==> src/rtl/drs_pkg.sv <==
// Package: shared types and constants for the disk request scheduler.
`default_nettype none
package drs_pkg;
   localparam logic CMD_ARRIVE   = 1'b0;
   localparam logic CMD_COMPLETE = 1'b1;

   localparam logic [1:0] POLICY_FCFS = 2'd0;
   localparam logic [1:0] POLICY_SSTF = 2'd1;
   localparam logic [1:0] POLICY_LOOK = 2'd2;

   localparam int CSR_ADDR_W = 3;
   localparam logic [CSR_ADDR_W-1:0] CSR_POLICY = 3'd0;

   typedef struct packed {
      logic [15:0] id;
      logic [31:0] arr_time;
      logic [15:0] cylinder;
      logic [31:0] address;
      logic [15:0] process;
   } entry_type;

   // controller -> datapath
   typedef struct packed {
      logic load_cmd;      // capture input beat
      logic to_current;    // arrival straight into service
      logic append;        // write arrival at tail
      logic scan_clear;    // begin selection sweep
      logic scan_step;     // evaluate one slot
      logic take;          // move picked entry into current
      logic shift_step;    // close gap by one slot
      logic go_idle;       // empty-queue completion
      logic emit;          // drive result strobe
      logic set_full;      // dropped arrival
   } ctl_type;

   // datapath -> controller
   typedef struct packed {
      logic cmd;
      logic cur_valid;
      logic queue_empty;
      logic queue_full;
      logic scan_last;
      logic shift_done;
   } sts_type;
endpackage
`default_nettype wire

==> src/rtl/drs_datapath.sv <==
// Datapath: pending queue memory, current request, selection sweep, shifter.
`default_nettype none
module drs_datapath #(
   parameter int QUEUE_DEPTH = 16
) (
   input  wire logic              clock,
   input  wire logic              reset,
   input  wire drs_pkg::ctl_type  ctl,
   output drs_pkg::sts_type       sts,
   input  wire logic [1:0]        policy,
   input  wire logic              in_cmd,
   input  wire drs_pkg::entry_type in_entry,
   input  wire logic [15:0]       in_head,
   input  wire logic              in_dir,
   output logic                   out_strobe,
   output logic                   out_valid,
   output drs_pkg::entry_type     out_entry,
   output logic [4:0]             out_count,
   output logic                   out_full
);
   import drs_pkg::*;
   localparam int IW = (QUEUE_DEPTH > 1) ? $clog2(QUEUE_DEPTH) : 1;
   localparam int CW = $clog2(QUEUE_DEPTH + 1);

   entry_type mem_ff [QUEUE_DEPTH];
   entry_type rd_ff;
   logic [CW-1:0] total_ff;
   logic [CW-1:0] idx_ff, idx_in;
   logic          cmd_ff, dir_ff;
   entry_type     arr_ff;
   logic [15:0]   head_ff;
   logic          cur_valid_ff;
   entry_type     cur_ff;
   logic          strobe_ff, full_ff;
   // best-so-far: rank (class, dist, time) and slot
   logic [IW-1:0] best_ff;
   logic          found_ff;
   logic [1:0]    bcls_ff;
   logic [15:0]   bdist_ff;
   logic [31:0]   btime_ff;
   logic          rd_ok_ff;
   logic          sh_ok_ff;
   logic [CW-1:0] rd_idx_ff;

   logic [15:0] seek_dist;
   logic [1:0]  cls;
   logic        better;
   logic [IW-1:0] rd_addr;

   always_comb begin
      seek_dist = (head_ff >= rd_ff.cylinder) ? head_ff - rd_ff.cylinder
                                              : rd_ff.cylinder - head_ff;
      // LOOK class: 0 same cylinder, 1 ahead, 2 other
      if (rd_ff.cylinder == head_ff) cls = 2'd0;
      else if (dir_ff ? (rd_ff.cylinder > head_ff) : (rd_ff.cylinder < head_ff))
         cls = 2'd1;
      else cls = 2'd2;
      case (policy)
         POLICY_SSTF: better = (seek_dist < bdist_ff) ||
                               (seek_dist == bdist_ff && rd_ff.arr_time < btime_ff);
         POLICY_LOOK: begin
            if (cls != bcls_ff) better = cls < bcls_ff;
            else if (cls == 2'd0) better = rd_ff.arr_time < btime_ff;
            else better = seek_dist < bdist_ff;
         end
         default: better = rd_ff.arr_time < btime_ff;
      endcase
      better = better || !found_ff;
      rd_addr = idx_ff[IW-1:0];
      if (ctl.shift_step) rd_addr = IW'(idx_ff + 1'b1);
   end

   always_comb begin
      idx_in = idx_ff;
      if (ctl.scan_clear) idx_in = '0;
      else if (ctl.scan_step) idx_in = idx_ff + 1'b1;
      else if (ctl.take) idx_in = CW'(best_ff);
      else if (ctl.shift_step) idx_in = idx_ff + 1'b1;
   end

   always_ff @(posedge clock) begin
      rd_ff     <= mem_ff[rd_addr];
      rd_idx_ff <= idx_ff;
      if (ctl.append) mem_ff[total_ff[IW-1:0]] <= arr_ff;
      if (sh_ok_ff) mem_ff[rd_idx_ff[IW-1:0]] <= rd_ff;
      if (ctl.load_cmd) begin
         cmd_ff <= in_cmd; arr_ff <= in_entry; head_ff <= in_head; dir_ff <= in_dir;
      end
      if (ctl.to_current) cur_ff <= arr_ff;
      if (ctl.take) cur_ff <= mem_ff[best_ff];
      if (ctl.go_idle) cur_ff <= '0;
      if (rd_ok_ff && better) begin
         best_ff <= rd_idx_ff[IW-1:0]; bcls_ff <= cls;
         bdist_ff <= seek_dist; btime_ff <= rd_ff.arr_time;
      end
   end

   always_ff @(posedge clock) begin
      if (reset) begin
         total_ff <= '0; cur_valid_ff <= 1'b0; strobe_ff <= 1'b0; full_ff <= 1'b0;
         idx_ff <= '0; found_ff <= 1'b0; rd_ok_ff <= 1'b0; sh_ok_ff <= 1'b0;
      end else begin
         idx_ff    <= idx_in;
         strobe_ff <= ctl.emit;
         rd_ok_ff  <= ctl.scan_step;
         sh_ok_ff  <= ctl.shift_step;
         if (ctl.scan_clear) found_ff <= 1'b0;
         else if (rd_ok_ff) found_ff <= 1'b1;
         if (ctl.load_cmd) full_ff <= 1'b0;
         if (ctl.set_full) full_ff <= 1'b1;
         if (ctl.to_current || ctl.take) cur_valid_ff <= 1'b1;
         if (ctl.go_idle) cur_valid_ff <= 1'b0;
         if (ctl.append) total_ff <= total_ff + 1'b1;
         if (ctl.take) total_ff <= total_ff - 1'b1;
      end
   end

   // shift: slot idx+1 is read into a register, then written one slot lower in the cycle after
   always_comb begin
      sts.cmd         = cmd_ff;
      sts.cur_valid   = cur_valid_ff;
      sts.queue_empty = (total_ff == '0);
      sts.queue_full  = (total_ff == CW'(QUEUE_DEPTH));
      sts.scan_last   = (idx_ff == total_ff - 1'b1);
      sts.shift_done  = (idx_ff >= total_ff);
      out_strobe = strobe_ff;
      out_valid  = cur_valid_ff;
      out_entry  = cur_ff;
      out_count  = 5'(total_ff);
      out_full   = full_ff;
   end
endmodule
`default_nettype wire

==> src/rtl/drs_controller.sv <==
// Controller: sequences arrival, selection sweep, removal shift and result.
`default_nettype none
module drs_controller (
   input  wire logic             clock,
   input  wire logic             reset,
   input  wire logic             start,
   output logic                  busy,
   input  wire drs_pkg::sts_type sts,
   output drs_pkg::ctl_type      ctl
);
   import drs_pkg::*;
   typedef enum logic [2:0] {
      S_IDLE, S_DECODE, S_SCAN, S_DRAIN, S_TAKE, S_PRIME, S_SHIFT, S_EMIT
   } state_type;
   state_type state_ff;

   always_comb begin
      ctl = '0;
      busy = (state_ff != S_IDLE);
      case (state_ff)
         S_IDLE:  ctl.load_cmd = start;
         S_DECODE: begin
            if (sts.cmd == CMD_ARRIVE) begin
               if (!sts.cur_valid) ctl.to_current = 1'b1;
               else if (!sts.queue_full) ctl.append = 1'b1;
               else ctl.set_full = 1'b1;
            end else if (sts.queue_empty) ctl.go_idle = 1'b1;
            else ctl.scan_clear = 1'b1;
         end
         S_SCAN:  ctl.scan_step = 1'b1;
         S_TAKE:  ctl.take = 1'b1;
         S_PRIME: ctl.shift_step = !sts.shift_done;
         S_SHIFT: ctl.shift_step = !sts.shift_done;
         S_EMIT:  ctl.emit = 1'b1;
         default: ctl = '0;
      endcase
   end

   always_ff @(posedge clock) begin
      if (reset) state_ff <= S_IDLE;
      else begin
         case (state_ff)
            S_IDLE:   if (start) state_ff <= S_DECODE;
            S_DECODE: state_ff <= (sts.cmd == CMD_COMPLETE && !sts.queue_empty)
                                  ? S_SCAN : S_EMIT;
            S_SCAN:   if (sts.scan_last) state_ff <= S_DRAIN;
            S_DRAIN:  state_ff <= S_TAKE;
            S_TAKE:   state_ff <= S_PRIME;
            S_PRIME:  state_ff <= S_SHIFT;
            S_SHIFT:  if (sts.shift_done) state_ff <= S_EMIT;
            S_EMIT:   state_ff <= S_IDLE;
            default:  state_ff <= S_IDLE;
         endcase
      end
   end
endmodule
`default_nettype wire

==> src/rtl/disk_request_scheduler.sv <==
// Top level: disk request scheduler with FCFS, SSTF and LOOK selection.
//
// Usage:
//  - Input beat: accepted when start is high and busy is low.
//    req_command 0 is an arrival (id, time, cylinder, address, process),
//    1 is a completion (req_head_cylinder, req_scan_direction used).
//  - Result beat: one per input beat, rsp_strobe high for one cycle with
//    the request now in service, the queue occupancy and the drop flag.
//    The receiver cannot stall; the beat is gone after that cycle.
//  - Policy register at byte 0 of the APB port, writes while idle.
// Sequence: an arrival or an empty-queue completion passes DECODE and EMIT,
//  and the strobe is registered from EMIT; a completion with queued entries
//  steps one slot per cycle through the queue memory read port for the
//  selection sweep, then passes DRAIN, TAKE and PRIME, then closes the gap
//  one slot per cycle, then the strobe.
// Throughput: one beat at a time; busy drops during the strobe cycle, so
//  the next beat can be taken at the edge that ends it.
// Reset: queue empty, disk idle, policy FCFS. Queue contents are not
//  cleared; only slots below the fill count are ever read.
`default_nettype none
module disk_request_scheduler #(
   parameter int QUEUE_DEPTH = 16
) (
   input  wire logic        clock,
   input  wire logic        reset,
   input  wire logic        start,
   output logic             busy,
   input  wire logic        req_command,
   input  wire logic [15:0] req_request_id,
   input  wire logic [31:0] req_arrival_time,
   input  wire logic [15:0] req_cylinder,
   input  wire logic [31:0] req_block_address,
   input  wire logic [15:0] req_process_id,
   input  wire logic [15:0] req_head_cylinder,
   input  wire logic        req_scan_direction,
   output logic             rsp_strobe,
   output logic             rsp_serving_valid,
   output logic [15:0]      rsp_serving_id,
   output logic [31:0]      rsp_serving_time,
   output logic [15:0]      rsp_serving_cylinder,
   output logic [31:0]      rsp_serving_address,
   output logic [15:0]      rsp_serving_process,
   output logic [4:0]       rsp_pending_count,
   output logic             rsp_queue_full,
   input  wire logic        psel,
   input  wire logic        penable,
   input  wire logic        pwrite,
   input  wire logic [drs_pkg::CSR_ADDR_W-1:0] paddr,
   input  wire logic [31:0] pwdata,
   output logic [31:0]      prdata,
   output logic             pready
);
   import drs_pkg::*;
   ctl_type   ctl;
   sts_type   sts;
   entry_type in_entry, out_entry;
   logic [1:0] policy_ff;

   // config register: policy, low two bits kept
   assign pready = 1'b1;
   always_ff @(posedge clock) begin
      if (reset) policy_ff <= POLICY_FCFS;
      else if (psel && penable && pwrite && paddr == CSR_POLICY)
         policy_ff <= pwdata[1:0];
   end
   assign prdata = (paddr == CSR_POLICY) ? {30'd0, policy_ff} : 32'd0;

   assign in_entry = '{id: req_request_id, arr_time: req_arrival_time,
                       cylinder: req_cylinder, address: req_block_address,
                       process: req_process_id};

   drs_controller u_ctrl (
      .clock(clock), .reset(reset), .start(start), .busy(busy),
      .sts(sts), .ctl(ctl));

   drs_datapath #(.QUEUE_DEPTH(QUEUE_DEPTH)) u_dp (
      .clock(clock), .reset(reset), .ctl(ctl), .sts(sts), .policy(policy_ff),
      .in_cmd(req_command), .in_entry(in_entry), .in_head(req_head_cylinder),
      .in_dir(req_scan_direction), .out_strobe(rsp_strobe),
      .out_valid(rsp_serving_valid), .out_entry(out_entry),
      .out_count(rsp_pending_count), .out_full(rsp_queue_full));

   assign rsp_serving_id       = out_entry.id;
   assign rsp_serving_time     = out_entry.arr_time;
   assign rsp_serving_cylinder = out_entry.cylinder;
   assign rsp_serving_address  = out_entry.address;
   assign rsp_serving_process  = out_entry.process;

   // a result beat only while a command is in flight
   a_strobe_busy: assert property (@(posedge clock) disable iff (reset)
      rsp_strobe |-> $past(busy)) else $error("strobe without command");
   // a dropped arrival leaves the disk serving
   a_full_serving: assert property (@(posedge clock) disable iff (reset)
      rsp_strobe && rsp_queue_full |-> rsp_serving_valid)
      else $error("drop while idle");
   // an idle disk reports an empty queue
   a_idle_empty: assert property (@(posedge clock) disable iff (reset)
      rsp_strobe && !rsp_serving_valid |-> rsp_pending_count == 5'd0)
      else $error("idle with queue");
endmodule
`default_nettype wire

==> config.mk <==
export PLATFORM = sky130hd
export DESIGN_NAME = disk_request_scheduler
export DESIGN_NICKNAME = d
export VERILOG_FILES = /design/src/rtl/drs_pkg.sv /design/src/rtl/drs_datapath.sv /design/src/rtl/drs_controller.sv /design/src/rtl/disk_request_scheduler.sv
export SDC_FILE = /design/constraint.sdc
export NUM_CORES = 2
export LEC_CHECK = 0
export BUFFER_PORTS_ARGS = -buffer_cell sky130_fd_sc_hd__buf_4
export CORE_UTILIZATION = 55
export DETAILED_ROUTE_END_ITERATION = 12
export PLACE_DENSITY = 0.71
export SLEW_MARGIN = 0
export SYNTH_ARGS = -nofsm -noshare
export SYNTH_HDL_FRONTEND = slang
export SYNTH_SLANG_ARGS = --single-unit
==> constraint.sdc <==
create_clock -name clock -period 10.3 [get_ports clock]
set_input_delay 2.06 -clock clock [delete_from_list [all_inputs] [get_ports clock]]
set_output_delay 2.06 -clock clock [all_outputs]
set_load 0.01 [all_outputs]
==> metrics <==
DP Area roughly 0.13 mm^2; Commonest cells post-synth edfxtp_1, mux2_2, clkbuf_1, mux2i_1, mux4_2; core area ~0.24 mm^2; CP arrival roughly 7.5 ns; post-place setup slack around 3.6 ns; crit path max-delay cell type nor2_1; Post-Synthesis Cells around 9800; WP data required ~11 ns; gr ovfl total 0; Mean Syn Cell Area 13.3 um^2; FF-to-FF path depth 18; Final min period 6.93 ns; worst path bufs/invs 3; CP Capture Type flop; Setup Crit Path Kind reg -> reg; Synth Register Bits 2229; antenna-violating nets left 0; area of the multi-input gates ~0.062 mm^2; RSZ-0062 raised after global routing false; top cells by area, synth edfxtp_1, mux2_2, mux4_2; clock latency at the later pin of the worst-skew pair ~0.9 ns; Hold WS 0.500 ns; Initial Util between 50% and 60%; Sequential Power Share 37.1%; Psw 13.4 mW; Fmax achieved 0.144 GHz; period utilisation layout between 60% and 70%; max_cap viols 0; crit path to u_dp.btime_ff[23]; Clk pwr share 24.6%; Post-CTS Setup Repair Bufs 0; Worst path depth 18; initial drt markers between 15000 and 20000; Finished Cell Area approximately 0.14 mm^2; placed insts around 12000; worst-margin pin slew around 1.3 ns; share of the synthesized area in the top cell type between 40% and 50%; Clock transition at path regs about 0.06 ns; Final nets 9660; critical path startpoint u_dp.rd_ff[56]; post-cts sizing count 0; RR Endpoint u_dp.btime_ff[23]; Die Height 490 um; Slew Limit Fails 0; synthesized area roughly 0.13 mm^2; layout cells sized above 1 between 30% and 40%; Finished Core Util 60.3%; IR Drop Worst-Case VDD 0.000205 V; CP Max Fanout 28; CP max stage delay roughly 0.73 ns; initial antenna violation count 7; Pwr Total roughly 35 mW; first-pass GRT wire length 658 mm; H-tree depth 4; post-synth cell types 74; relative slew slack a little over an eighth; pwr dens about 250 mW/mm^2; Port-buffer cells around 260; number of global-route vias before repair between 90000 and 100k; synth warn 0; final WL ~460 mm; # fillers between 15000 and 20000; Ports around 330; final hold vios 0; Final Wtd Congestion around 0.87; register area 0.0644 mm^2; WL per Instance 36.2 um; CP top delay family compound AO/OA/AOI/OAI gates; Synth Flop Type edfxtp_1; Comb power frac between 30% and 40%; R2R setup slack between 3 and 4 ns; total CTS buffers 238; Cell Count, Final, Fillers Out roughly 13000; Clock Path Buffers 3; clock tree sinks about 2200; root buffer cell clkbuf_16; drc violations 0; worst setup margin between 3 and 4 ns; vias per cell around 7.7; via count of the routed design around 100000; Startpoint Class flop; row count about 180; top-count cell post-synth edfxtp_1; largest net degree at the start of global routing between 100 and 150; CTS Hold Buffers Added 0; synthesis-to-finish area growth 8.58%; Leak Pwr between 40 and 50 nW; critical path, cell by cell inv_1 -> ha_1 -> a21oi_1 -> o21ai_0 -> a2111oi_2 -> o21a_1 -> o211ai_1 -> a31oi_1 -> xnor2_1 -> ha_1 -> nand4_1 -> nor2_1 -> a2bb2oi_1 -> a31oi_1 -> nor2_1 -> a211oi_2 -> inv_2 -> buf_4; asr flop ratio synth 0%; Seq/Total Area, Yosys between 40% and 50%; internal power roughly 22 mW; Total GRT Usage 37.2%; Sw Ratio a little under two fifths; HPWL Detailed between 200 and 250 mm; DR pass1 iterations 8; skew final between 0.04 and 0.05 ns; setup_tns 0 ns; final setup vio count 0; die area 0.240 mm^2; EDFF count, synth 1976; top cell type by total area after synthesis edfxtp_1; Die W between 400 and 500 um; Hold WC Path Type reg -> reg; reg-to-reg critical path startpoint u_dp.rd_ff[56]; outcome finished clean; CTS tree yes
-- per-layer routing --
layer | global-route usage (%) | vias up | wire length [um]
met5 | 0 | - | 73
met4 | 22.3 | 10 | 31400
met3 | 8.39 | 1881 | 59200
met2 | 58.7 | 8263 | 211000
met1 | 46.9 | 48899 | 160000
li1 | - | 38579 | -
-- tightest hold or removal path, cell delays in order (launching register included) --
cell	delay, ns
dfxtp_1	0.31
nand2b_1	0.07
a21oi_1	0.07
-- registers in the layout, summed over array words and instances, names as in the netlist, 5 cells and up, named ones only --
register        flops
u_dp.btime_ff      32
u_dp.out_entry    112
u_dp.bdist_ff      16
u_dp.idx_ff         5
u_dp.head_ff       16
u_dp.mem_ff      1792
u_dp.rd_ff        112
u_dp.out_count      5
u_dp.arr_ff       112
-- layout by cell type (no fill, tap or decap), types with 103 or more instances in the layout --
cell,instances
nor2_1,381
clkbuf_16,242
a22oi_1,112
nor4_1,119
o32ai_1,147
o22ai_1,263
or4_1,108
o221ai_1,204
nand3_1,190
o21ai_0,239
mux4_2,639
inv_1,103
a21oi_1,157
buf_4,407
nand2_1,432
mux2_2,1747
nor3_1,155
edfxtp_1,1976
mux2i_1,675
dfxtp_1,247
-- how the worst min path moves through the flow --
stage | slack [ns] | endpoint | cells after the start | start
6_report | 0.50 | u_dp.out_full | 2 | u_dp.out_full
5_1_grt | 0.52 | u_dp.out_full | 2 | u_dp.out_full
4_1_cts | 0.49 | u_dp.found_ff | 2 | u_dp.found_ff
3_5_place_dp | 0.48 | u_dp.found_ff | 2 | u_dp.found_ff
3_3_place_gp | 0.46 | u_dp.found_ff | 2 | u_dp.found_ff
2_1_floorplan | 0.35 | u_dp.rd_idx_ff[3] | 0 | u_dp.idx_ff[3]
-- cells by family after synthesis --
kind of cell               Yosys count  share of synthesized area, %
AOI/OAI and AO/OA                 1587                          8.87
xor gates and xnor gates            27                         0.181
adders and majority gates          100                         0.967
buffers and inverters             1271                          3.92
DFF                               2229                          49.2
muxes                             3063                          31.2
other                                2                       0.00573
and+or+nand+nor                   1566                          5.70
-- final cells by class --
cell class	count	area share, %
flip-flops and latches	2229	45.3
well taps	3150	2.77
repair buffers	439	2.60
inverters	107	0.291
diodes	2	0.00352
multi-input cells	6374	43.5
clock inverters	91	0.597
clock buffers	361	4.91
-- power groups by stage --
stage	combinational [mW]	sequential [mW]	clock, mW
floorplan	10.1	11.9	0
global placement	12.9	13.1	0
detailed placement	13.2	13.2	0
CTS	13.2	13.0	8.72
global route	14.1	13.2	9.05
finish	13.5	13.1	8.71
Note: power is estimated with default switching activity, not from simulation.
